===== config.mk =====
export PLATFORM = sky130hd
export DESIGN_NAME = utsc_split
export DESIGN_NICKNAME = d
export VERILOG_FILES = /design/src/design/utsc_pkg.sv /design/src/design/utsc_split.sv
export SDC_FILE = /design/constraint.sdc
export NUM_CORES = 1
export LEC_CHECK = 0
export BUFFER_PORTS_ARGS = -buffer_cell sky130_fd_sc_hd__buf_2
export CORE_MARGIN = 10
export CORE_UTILIZATION = 65
export DETAILED_ROUTE_END_ITERATION = 12
export PLACE_DENSITY_LB_ADDON = 0.12
export SYNTH_ARGS = -nofsm -noshare
export SYNTH_HDL_FRONTEND = slang
export SYNTH_SLANG_ARGS = --single-unit

===== constraint.sdc =====
create_clock -name aclk -period 11.4 [get_ports aclk]
set_input_delay 1.14 -clock aclk [delete_from_list [all_inputs] [get_ports aclk]]
set_output_delay 1.14 -clock aclk [all_outputs]
set_load 0.02 [all_outputs]

===== src/design/utsc_pkg.sv =====
// ----------------------------------------------------------------------------
// utsc_pkg
// Shared types, rate codes and helpers for the unix time to timecode block.
// ----------------------------------------------------------------------------
`default_nettype none

package utsc_pkg;

    typedef logic [2:0] rate_t;

    localparam rate_t RATE_24    = 3'd0;
    localparam rate_t RATE_25    = 3'd1;
    localparam rate_t RATE_DF    = 3'd2;
    localparam rate_t RATE_30    = 3'd3;
    localparam rate_t RATE_50    = 3'd4;
    localparam rate_t RATE_60    = 3'd5;
    localparam rate_t RATE_RESET = RATE_30;

    // day count and second of day after the floor split, plus side data
    typedef struct packed {
        logic [22:0] days;
        logic [16:0] sod;
        logic [19:0] usec;
        rate_t       mode;
    } split_t;

    // nominal frames per second, zero for codes that mean nothing
    function automatic logic [5:0] utsc_nominal(input rate_t mode);
        logic [5:0] nom;
        unique case (mode)
            RATE_24: nom = 6'd24;
            RATE_25: nom = 6'd25;
            RATE_DF: nom = 6'd30;
            RATE_30: nom = 6'd30;
            RATE_50: nom = 6'd50;
            RATE_60: nom = 6'd60;
            default: nom = 6'd0;
        endcase
        return nom;
    endfunction

endpackage

`default_nettype wire


===== src/design/utsc_split.sv =====
// ----------------------------------------------------------------------------
// utsc_split
// Floor split of signed seconds into a biased day count and second of day.
// ----------------------------------------------------------------------------
`default_nettype none

module utsc_split
    import utsc_pkg::*;
(
    input  wire logic               aclk,
    input  wire logic               en,
    input  wire logic signed [38:0] secs,
    input  wire logic        [19:0] usec,
    input  wire rate_t              mode,
    output split_t                  o
);

    // bias by 22 eras of days so everything below is unsigned; the era
    // bias is a multiple of 400 years and drops out of the year mod 100
    localparam longint unsigned OFF_SEC = 64'd277701177600;
    localparam int              SH_DAY  = 40;
    localparam longint unsigned M_DAY   = 64'd3257812230;   // floor(2^48 / 86400)

    logic [39:0] su_reg, su2_reg;
    logic [63:0] prod_reg;
    logic [22:0] dest_reg, days_reg;
    logic [17:0] r_reg;
    logic [16:0] sod_reg;
    logic [19:0] usec_p_reg [1:4];
    rate_t       mode_p_reg [1:4];

    logic [39:0] su_next;
    logic [63:0] prod_next;
    logic [22:0] dest_next, days_next;
    logic [39:0] r_full;
    logic [17:0] r_next;
    logic [16:0] sod_next;

    always_comb begin
        su_next   = {secs[38], secs} + 40'(OFF_SEC);
        prod_next = 64'(su_reg[39:8]) * 64'(M_DAY);
        // estimate is the quotient or one below it
        dest_next = 23'(prod_reg >> SH_DAY);
        r_full    = su2_reg - 40'(dest_next) * 40'd86400;
        r_next    = r_full[17:0];
        if (r_reg >= 18'd86400) begin
            days_next = dest_reg + 23'd1;
            sod_next  = 17'(r_reg - 18'd86400);
        end else begin
            days_next = dest_reg;
            sod_next  = r_reg[16:0];
        end
    end

    always_ff @(posedge aclk) begin
        if (en) begin
            su_reg        <= su_next;
            prod_reg      <= prod_next;
            su2_reg       <= su_reg;
            dest_reg      <= dest_next;
            r_reg         <= r_next;
            days_reg      <= days_next;
            sod_reg       <= sod_next;
            usec_p_reg[1] <= usec;
            mode_p_reg[1] <= mode;
            for (int i = 2; i <= 4; i++) begin
                usec_p_reg[i] <= usec_p_reg[i-1];
                mode_p_reg[i] <= mode_p_reg[i-1];
            end
        end
    end

    assign o = '{days: days_reg, sod: sod_reg, usec: usec_p_reg[4], mode: mode_p_reg[4]};

endmodule

`default_nettype wire


==> flow_summary.toml <==
[worst_setup_path]
cp_data_arrival_time_ps = 7810
crit_type = "reg -> reg"
path_common_cell = "fa_1"
slowest_delay_ps = 710
path_cells = "fa_1, ha_1, inv_1, fa_1, fa_1, inv_1, fa_1, fa_1, fa_1, inv_1, fa_1, inv_1, ha_1, a21oi_2, o21ai_1, a311oi_1, o31ai_1, nand2b_4, o2111a_1, or2_2, a21oi_2, a311o_1"
cp-end-kind = "flop"
crit_required_ps = 11690
cp_slowest_cell = "edfxtp_1"
cp_max_fo = 11
start_kind = "flop"

[placement]
placed_cells = 2503
gp_congestion = 0.9781
hpwlAfterDp_mm = 41.60
io_buffers = 126

[sta]
setup_violations = 0
rsz0062_at_grt = "false"
slew_headroom = 0.3757
slew_viol_final = 0
fmax_mhz = 133.0
finClkSkew_ps = 7.997
final-hold-violation-count = 0
tightest_slew_ps = 936.5
finalCriticalPeriod_ps = 7518
fin_setup_tns_ps = 0
fin_crit_sh = 0.6595

[routing]
wl_per_cell_um = 19.58
drt_iter0_drc = 708
drc = 0
ant_nets = 0
num_vias = 13960
wl_mm = 49.97
viasPerCell = 5.471
drt-pass1-iter-count = 5

[cells_and_area]
layout_commonest_cell = "inv_1"
layout.cells.non_filler = 2552
final_cell_mix = "inv_1, ha_1, fa_1"
antenna_cells = 0
utilization = 0.7122
largest_register_ffs = 80
layout-drive-gt1-share = 0.09039
area_growth_pct = 7.992
final_nets = 2842

[run_status]
status = "finished clean"

[floorplan]
core-area_mm2 = 0.03566
fp.dieH_um = 210.2
die-area_mm2 = 0.04418
chipWidth_um = 210.2
initial_core_util = 0.6595
io_pins = 127
rows = 69

[clocking]
htreeDepth = 1
clk_latency_ps = 540
cts-root-buf = "clkbuf_16"
cts_num_sinks = 254
path_clk_slew_ps = 60
cts_buffers = 27
cts_hold_buf = 0
post_cts_buffers = 0
clockBufferDepth = 3
tritoncts = "built"
cts_resized = 0

[grt]
grt-busiest-layer = "met2"
grt_max_degree = 181
grt_first_pass_wirelength_mm = 79.78
antenna_found_initial = 0
gr-total-overflow = 0
use_met3 = 0.04006
grt_pass1_vias = 14990
met2_usage = 0.3969
use_met1 = 0.2934
grtUsageTotal = 0.2327

[logic_synthesis]
synthArstFlopShare = 0
yosys_register_bits = 254
syn_area_per_cell_um2 = 12.11
yosysSeqAreaShare = 0.3244
yosys_warnings = 0
synthFlopType = "edfxtp_1"
netlist_area_mm2 = 0.02351
synth_edf_count = 254
synth_cell_types = 61
synth_nets = 2712
syn_inst = 1941

[flow_run]
max-cap-violations = 0

[worst_hold_path]
hold_path_class = "reg -> reg"
==> cells in the mapped netlist, types with 4 or more instances <==
cell	instances	share of area
nor4_1	4	0.0011
xor2_1	35	0.013
inv_1	471	0.075
and4_1	5	0.0019
edfxtp_1	254	0.32
o21ai_0	35	0.0074
a21boi_0	4	0.0013
a21oi_1	52	0.011
xnor2_1	67	0.025
o21bai_1	4	0.0013
o21ai_1	5	0.0011
nor2_1	36	0.0057
and3_1	15	0.0040
nand2_1	55	0.0088
o211ai_1	4	0.0013
nor3_1	10	0.0021
ha_1	444	0.24
nand3_1	25	0.0053
nand2b_1	9	0.0024
a21o_1	25	0.0080
buf_4	23	0.0073
nand4_1	17	0.0045
nor2b_1	5	0.0013
a21oi_2	4	0.0015
fa_1	263	0.22
a211oi_1	8	0.0026
o31ai_1	5	0.0016
o21a_1	6	0.0019
==> area by class of cell <==
type,instances,area (um2)
inverters,471,1768
repair buffers,128,668.1
flip-flops and latches,254,7627
well taps,461,576.8
multi-input cells,1189,13930
clock buffers,31,690.7
fillers,2511,10260
clock inverters,18,135.1
==> routing by layer <==
metal / wire length, um / vias to the layer above
met5: 0 / -
met4: 1829 / 0
met3: 2649 / 85
met2: 24890 / 315
met1: 20600 / 6857
li1: - / 6706
==> metrics by stage <==
stage / instance area (um2) / hold WS, ps / setup slack [ps]
final: 25390 / 415.5 / 3882
after global routing: 25390 / 419.3 / 3631
after CTS: 25390 / 416.3 / 3959
after detailed placement: 24570 / 404.5 / 3971
after floorplan: 23510 / 400.3 / 4721
after global placement: 24570 / 400.1 / 4022
==> critical path, delay by kind of cell, from the launching register on <==
kind | cells | cell delay (ps)
adders and majority gates | 9 | 4230
DFF | 1 | 710
AOI/OAI and AO/OA | 7 | 1650
buffers and inverters | 4 | 210
and+or+nand+nor | 2 | 450
==> kinds of logic after synthesis <==
family / share of synthesized area
buffers and inverters: 0.08333
AO/OA/AOI/OAI: 0.04901
XOR/XNOR: 0.03799
multiplexers: 0.001809
flip-flops: 0.3244
AND/OR/NAND/NOR: 0.04331
adder cells (fa/ha/maj): 0.4602
==> worst paths after layout <==
check,cells after the start,startpoint,slack (ps),end
min,0,usec_p_reg[0][52],420,usec_p_reg[0][72]
max reg2reg,22,su_reg[15],3880,prod_reg[58]
min reg2reg,0,usec_p_reg[0][52],420,usec_p_reg[0][72]
max,22,su_reg[15],3880,prod_reg[58]
Power is left out: the tool's default activity adds up to more than one toggle a clock period on the data nets, which glitch-free logic cannot reach.
