File: src/design/utsc_pkg.sv
// ----------------------------------------------------------------------------
// utsc_pkg
// Shared types, rate codes and helpers for the unix time to timecode block.
// ----------------------------------------------------------------------------
`default_nettype none

package utsc_pkg;

    typedef logic [2:0] rate_t;

    localparam rate_t RATE_24    = 3'd0;
    localparam rate_t RATE_25    = 3'd1;
    localparam rate_t RATE_DF    = 3'd2;
    localparam rate_t RATE_30    = 3'd3;
    localparam rate_t RATE_50    = 3'd4;
    localparam rate_t RATE_60    = 3'd5;
    localparam rate_t RATE_RESET = RATE_30;

    // day count and second of day after the floor split, plus side data
    typedef struct packed {
        logic [22:0] days;
        logic [16:0] sod;
        logic [19:0] usec;
        rate_t       mode;
    } split_t;

    // nominal frames per second, zero for codes that mean nothing
    function automatic logic [5:0] utsc_nominal(input rate_t mode);
        logic [5:0] nom;
        unique case (mode)
            RATE_24: nom = 6'd24;
            RATE_25: nom = 6'd25;
            RATE_DF: nom = 6'd30;
            RATE_30: nom = 6'd30;
            RATE_50: nom = 6'd50;
            RATE_60: nom = 6'd60;
            default: nom = 6'd0;
        endcase
        return nom;
    endfunction

endpackage

`default_nettype wire

File: src/design/utsc_date.sv
// ----------------------------------------------------------------------------
// utsc_date
// Days to civil date pipeline: year mod 100, month and day of month.
// ----------------------------------------------------------------------------
`default_nettype none

module utsc_date
    import utsc_pkg::*;
(
    input  wire logic   aclk,
    input  wire logic   en,
    input  wire split_t in,
    output logic [6:0]  year_of_century,
    output logic [3:0]  month_number,
    output logic [4:0]  day_of_month
);

    localparam int SH_ERA = 40;
    localparam longint unsigned M_ERA = 64'd7525836;       // below 2^40 / 146097, so the era estimate never overshoots
    localparam int SH_1460 = 29;
    localparam longint unsigned M_1460 = ((64'd1 << SH_1460) + 64'd1459) / 64'd1460;
    localparam int SH_36524 = 34;
    localparam longint unsigned M_36524 = ((64'd1 << SH_36524) + 64'd36523) / 64'd36524;
    localparam int SH_146096 = 36;
    localparam longint unsigned M_146096 = ((64'd1 << SH_146096) + 64'd146095) / 64'd146096;
    localparam int SH_365 = 27;
    localparam longint unsigned M_365 = ((64'd1 << SH_365) + 64'd364) / 64'd365;
    localparam int SH_100 = 16;
    localparam longint unsigned M_100 = ((64'd1 << SH_100) + 64'd99) / 64'd100;
    localparam int SH_153 = 19;
    localparam longint unsigned M_153 = ((64'd1 << SH_153) + 64'd152) / 64'd153;
    localparam int SH_5 = 14;
    localparam longint unsigned M_5 = ((64'd1 << SH_5) + 64'd4) / 64'd5;

    logic [22:0] z_p_reg [1:2];
    logic [63:0] ep_reg;
    logic [18:0] dr_reg;
    logic [17:0] doe_p_reg [4:8];
    logic [10:0] q1_reg;
    logic [2:0]  q2_reg;
    logic        q3_reg;
    logic [17:0] a_reg;
    logic [8:0]  yoe_p_reg [7:8];
    logic [2:0]  yq_reg;
    logic [17:0] y365_reg;
    logic [8:0]  doy_p_reg [9:11];
    logic [6:0]  ym_p_reg [9:11];
    logic [3:0]  mp_p_reg [10:11];
    logic [10:0] t_reg;
    logic [6:0]  yc_reg, ycent_reg;
    logic [3:0]  mo_reg, mo13_reg;
    logic [4:0]  dy_reg, dy13_reg;

    logic [5:0]  eest;
    logic [22:0] dr_full;
    logic [18:0] doe_full;
    logic [10:0] q1_next;
    logic [2:0]  q2_next;
    logic        q3_next;
    logic [17:0] a_next;
    logic [8:0]  yoe_next;
    logic [2:0]  yq_next;
    logic [17:0] y365_next;
    logic [17:0] doy_full;
    logic [6:0]  ym_next;
    logic [10:0] v5;
    logic [3:0]  mp_next;
    logic [10:0] t_next;
    logic [9:0]  dq_wide;
    logic [4:0]  dy_next;
    logic [3:0]  mo_next;
    logic [6:0]  yc_next, ycent_next;

    always_comb begin
        eest     = 6'(ep_reg >> SH_ERA);
        dr_full  = z_p_reg[2] - 23'(eest) * 23'd146097;
        doe_full = (dr_reg >= 19'd146097) ? dr_reg - 19'd146097 : dr_reg;
        q1_next  = 11'((64'(doe_p_reg[4]) * 64'(M_1460)) >> SH_1460);
        q2_next  = 3'((64'(doe_p_reg[4]) * 64'(M_36524)) >> SH_36524);
        q3_next  = 1'((64'(doe_p_reg[4]) * 64'(M_146096)) >> SH_146096);
        a_next   = doe_p_reg[5] - 18'(q1_reg) + 18'(q2_reg) - 18'(q3_reg);
        yoe_next = 9'((64'(a_reg) * 64'(M_365)) >> SH_365);
        yq_next  = 3'((64'(yoe_p_reg[7]) * 64'(M_100)) >> SH_100);
        y365_next = 18'(yoe_p_reg[7]) * 18'd365;
        doy_full = doe_p_reg[8] - (y365_reg + 18'(yoe_p_reg[8][8:2]) - 18'(yq_reg));
        ym_next  = 7'(yoe_p_reg[8] - 9'(yq_reg) * 9'd100);
        v5       = (11'(doy_p_reg[9]) << 2) + 11'(doy_p_reg[9]) + 11'd2;
        mp_next  = 4'((64'(v5) * 64'(M_153)) >> SH_153);
        t_next   = 11'(mp_p_reg[10]) * 11'd153 + 11'd2;
        dq_wide  = 10'((64'(t_reg) * 64'(M_5)) >> SH_5);
        dy_next  = 5'(10'(doy_p_reg[11]) - dq_wide + 10'd1);
        mo_next  = (mp_p_reg[11] < 4'd10) ? mp_p_reg[11] + 4'd3 : mp_p_reg[11] - 4'd9;
        // january and february belong to the next year
        yc_next  = ym_p_reg[11] + 7'((mp_p_reg[11] >= 4'd10) ? 1 : 0);
        ycent_next = (yc_reg == 7'd100) ? 7'd0 : yc_reg;
    end

    always_ff @(posedge aclk) begin
        if (en) begin
            z_p_reg[1]   <= in.days + 23'd719468;
            z_p_reg[2]   <= z_p_reg[1];
            ep_reg       <= 64'(z_p_reg[1]) * 64'(M_ERA);
            dr_reg       <= dr_full[18:0];
            doe_p_reg[4] <= doe_full[17:0];
            for (int i = 5; i <= 8; i++) begin
                doe_p_reg[i] <= doe_p_reg[i-1];
            end
            q1_reg       <= q1_next;
            q2_reg       <= q2_next;
            q3_reg       <= q3_next;
            a_reg        <= a_next;
            yoe_p_reg[7] <= yoe_next;
            yoe_p_reg[8] <= yoe_p_reg[7];
            yq_reg       <= yq_next;
            y365_reg     <= y365_next;
            doy_p_reg[9] <= doy_full[8:0];
            ym_p_reg[9]  <= ym_next;
            for (int i = 10; i <= 11; i++) begin
                doy_p_reg[i] <= doy_p_reg[i-1];
                ym_p_reg[i]  <= ym_p_reg[i-1];
            end
            mp_p_reg[10] <= mp_next;
            mp_p_reg[11] <= mp_p_reg[10];
            t_reg        <= t_next;
            dy_reg       <= dy_next;
            mo_reg       <= mo_next;
            yc_reg       <= yc_next;
            ycent_reg    <= ycent_next;
            mo13_reg     <= mo_reg;
            dy13_reg     <= dy_reg;
        end
    end

    assign year_of_century = ycent_reg;
    assign month_number    = mo13_reg;
    assign day_of_month    = dy13_reg;

endmodule

`default_nettype wire

File: config.mk
export PLATFORM = sky130hd
export DESIGN_NAME = utsc_date
export DESIGN_NICKNAME = d
export VERILOG_FILES = /design/src/design/utsc_pkg.sv /design/src/design/utsc_date.sv
export SDC_FILE = /design/constraint.sdc
export NUM_CORES = 2
export LEC_CHECK = 0
export ABC_AREA = 1
export BUFFER_PORTS_ARGS = -buffer_cell sky130_fd_sc_hd__clkbuf_2
export CAP_MARGIN = 30
export CELL_PAD_IN_SITES_DETAIL_PLACEMENT = 0
export CELL_PAD_IN_SITES_GLOBAL_PLACEMENT = 1
export CORE_MARGIN = 2
export CORE_UTILIZATION = 30
export CTS_CLUSTER_SIZE = 12
export DETAILED_ROUTE_END_ITERATION = 7
export GPL_TIMING_DRIVEN = 0
export PLACE_DENSITY_LB_ADDON = 0.1
export RECOVER_POWER = 25
export SLEW_MARGIN = 0
export SYNTH_ARGS = -nofsm -noshare
export SYNTH_HDL_FRONTEND = slang
export SYNTH_SLANG_ARGS = --single-unit
File: constraint.sdc
create_clock -name aclk -period 6.8 [get_ports aclk]
set_input_delay 1.36 -clock aclk [delete_from_list [all_inputs] [get_ports aclk]]
set_output_delay 1.36 -clock aclk [all_outputs]
set_load 0.02 [all_outputs]
==> flow_summary.json <==
{
  "period_share": 0.947,
  "finalWorstSetupSlack_ps": 357,
  "dr.pass1.iters": 5,
  "netlist_area_sq_mm": 0.0476,
  "multi_input_area_sq_mm": 0.0339,
  "grt_start_max_net_pins": 97,
  "detail_route.wl_per_cell_microns": 17.2,
  "clock_latency_ps": 630,
  "status": "finished with violations",
  "yosysTopAreaCellShare": 0.280,
  "synth_most_common_cell": "inv_1",
  "hold_path.startpoint": "ym_p_reg[2][18]",
  "core_sq_mm": 0.158,
  "io_buffers": 40,
  "die_w_microns": 402,
  "path_clk_slew_ps": 50,
  "drc": 0,
  "maxSlewViolCount": 26,
  "cpMaxStageDelayCell": "clkbuf_1",
  "failed_checks": "max-capacitance violations, max-slew violations",
  "tritoncts": "built",
  "worst-r2r-setup-slack_ps": 360,
  "r2r_end": "q3_reg",
  "syn_to_final_growth_pct": 9.52,
  "synth-seq-cells": 278,
  "reg2reg_depth": 20,
  "pre_cts_slack_ps": 259,
  "hold_violations": 0,
  "synthArstFlopShare": 0,
  "synth-edff-count": 278,
  "grt_pass1_wl_microns": 203000,
  "viasPerCell": 4.37,
  "setup_viol": 0,
  "largest_reg_flops": 63,
  "synth_common_cells": "inv_1, ha_1, nand2_1",
  "nNetsFinal": 6950,
  "overflow": 0,
  "critPathArrivalTime_ps": 6750,
  "layout-drive-gt1-share": 0.0263,
  "end_kind": "flop",
  "hold_class": "flop to flop",
  "worstPathMaxFanout": 12,
  "ys_types": 45,
  "cts_max_level": 2,
  "die_h_microns": 402,
  "max_freq_ghz": 0.155,
  "route.antenna.remaining_nets": 0,
  "max_cap_viol_count": 1,
  "crit_path_start_kind": "flop",
  "cts_buffers": 40,
  "dpl_cell_area_sq_mm": 0.0508,
  "routed_wl_microns": 127000,
  "critPathKind": "flop to flop",
  "ys_seq_area_frac": 0.175,
  "syn_nets": 6845,
  "path_cells": "clkbuf_1, ha_1, inv_1, fa_1, fa_1, fa_1, fa_1, inv_1, fa_1, ha_1, nand2_1, inv_1, nand2_1, nand2_1, a21oi_1, nand3_1, nand2_1, nand2_1, nand2_1, nand2_1",
  "antenna_found_initial": 5,
  "maxSlewHeadroom": -0.408,
  "grt_pass1_vias": 35100,
  "gp_congestion": 0.810,
  "r2r_start": "doe_p_reg[4][8]",
  "synth_area_leaders": "fa_1, ha_1, edfxtp_1",
  "worst-slew-pin-transition_ps": 2110,
  "row_count": 146,
  "track_usage": 0.163,
  "ios": 81,
  "fillCellCount": 16600,
  "yosys.area.top_type": "fa_1",
  "ff_latch_area_sq_mm": 0.00835,
  "worstPathRequired_ps": 7110,
  "grt_setup_unrepaired": "false",
  "initial_core_util": 0.301,
  "period_needed_ps": 6440,
  "cts_sinks": 278,
  "whs_path_depth": 0,
  "die-area_sq_mm": 0.162,
  "avgSynthCellArea_sq_um": 9.19,
  "syn-instance-count": 5178,
  "vias": 32300,
  "drtIter0Drc": 1304,
  "synth_ff_type": "edfxtp_1",
  "fin_setup_tns_ps": 0,
  "post-dp-hpwl_microns": 111000,
  "yosysWarnings": 0,
  "crit_path_frequent_cell": "nand2_1",
  "cts_root_buf": "clkbuf_16",
  "max_stage_delay_ps": 800,
  "skew_ps": 44.6,
  "cts_max_path_buffers": 3,
  "whs_endpoint": "ym_p_reg[2][25]",
  "final_area_sq_mm": 0.0521,
  "timing.hold.ws_ps": 414
}
-- layout by cell type, fill, tap and decap left out, drive strengths merged --
cell and instances:
a211oi 3, a21boi 3, nor3 27, or2 4, nand4 38, clkinvlp 2, a31oi 11, o31ai 1
xor2 83, inv 1420, o2111ai 1, nand2 847, fa 665, clkinv 19, bufinv 6, o31a 1
clkbuf 94, edfxtp 278, nor2 251, o21a 4, o221ai 1, nor3b 4, diode 1, a21oi 209
o22ai 1, a21o 21, nand3 167, buf 20, xnor2 48, o21ai 101, and2 4, nand3b 9
and3 2, nor4 11, o211ai 4, ha 937, o21bai 18
-- routing by layer --
metal | track usage | share of wire
met4 | 0.0228 | 0.012
met5 | 0 | 0
met3 | 0.0202 | 0.031
met2 | 0.273 | 0.46
met1 | 0.230 | 0.49
-- worst max-delay path: cells and delay by family (launching register included) --
family	cells	cell delay [ps]
compound gates	1	330
fa+ha+maj	7	3300
buf+inv	4	1110
flops	1	590
simple gates	8	800
-- stage by stage --
| step | util | instances |
|---|---|---|
| floorplan | - | 5178 |
| global placement | 0.319 | 7290 |
| detailed placement | 0.321 | 7304 |
| CTS | 0.330 | 7378 |
| global route | 0.330 | 7387 |
| finish | 0.330 | 7388 |
-- cell families (layout without fill, tap and decap cells) --
family          Yosys count  after routing  synth area share
compound gates          379            379            0.0437
simple gates           1364           1364             0.118
fa+ha+maj              1602           1602             0.526
buf+inv                1424           1561             0.113
flops                   278            278             0.175
other cells               0              1                 0
xor+xnor                131            131            0.0241
-- layout make-up --
type | instances | share of cell area
antenna | 1 | 0.0000480
buffer | 7 | 0.000816
clock buffer | 44 | 0.0195
clock inverter | 30 | 0.00674
inverter | 1417 | 0.102
multi-input combinational | 3476 | 0.650
sequential | 278 | 0.160
tap | 2072 | 0.0497
timing repair buffer | 63 | 0.0109
-- how the worst max path moves through the flow --
stage	endpoint	slack (ps)	startpoint	cells after the start
6_report	q3_reg	360	doe_p_reg[4][8]	20
3_5_place_dp	ep_reg[40]	260	z_p_reg[1][1]	21
3_3_place_gp	year_of_century[4]	-1040	en	1
2_1_floorplan	ep_reg[45]	1110	z_p_reg[1][2]	23
5_1_grt	ep_reg[40]	10	z_p_reg[1][14]	22
4_1_cts	ep_reg[40]	180	z_p_reg[1][1]	21
-- repair_timing --
action	CTS	global route
endpoints found under the setup margin	0	5
hold buffers	0	0
resized for setup	0	0
buffers inserted	0	9
Power is not shown: default switching activity piles up to over one toggle a cycle in this logic, so the estimate is an artifact.
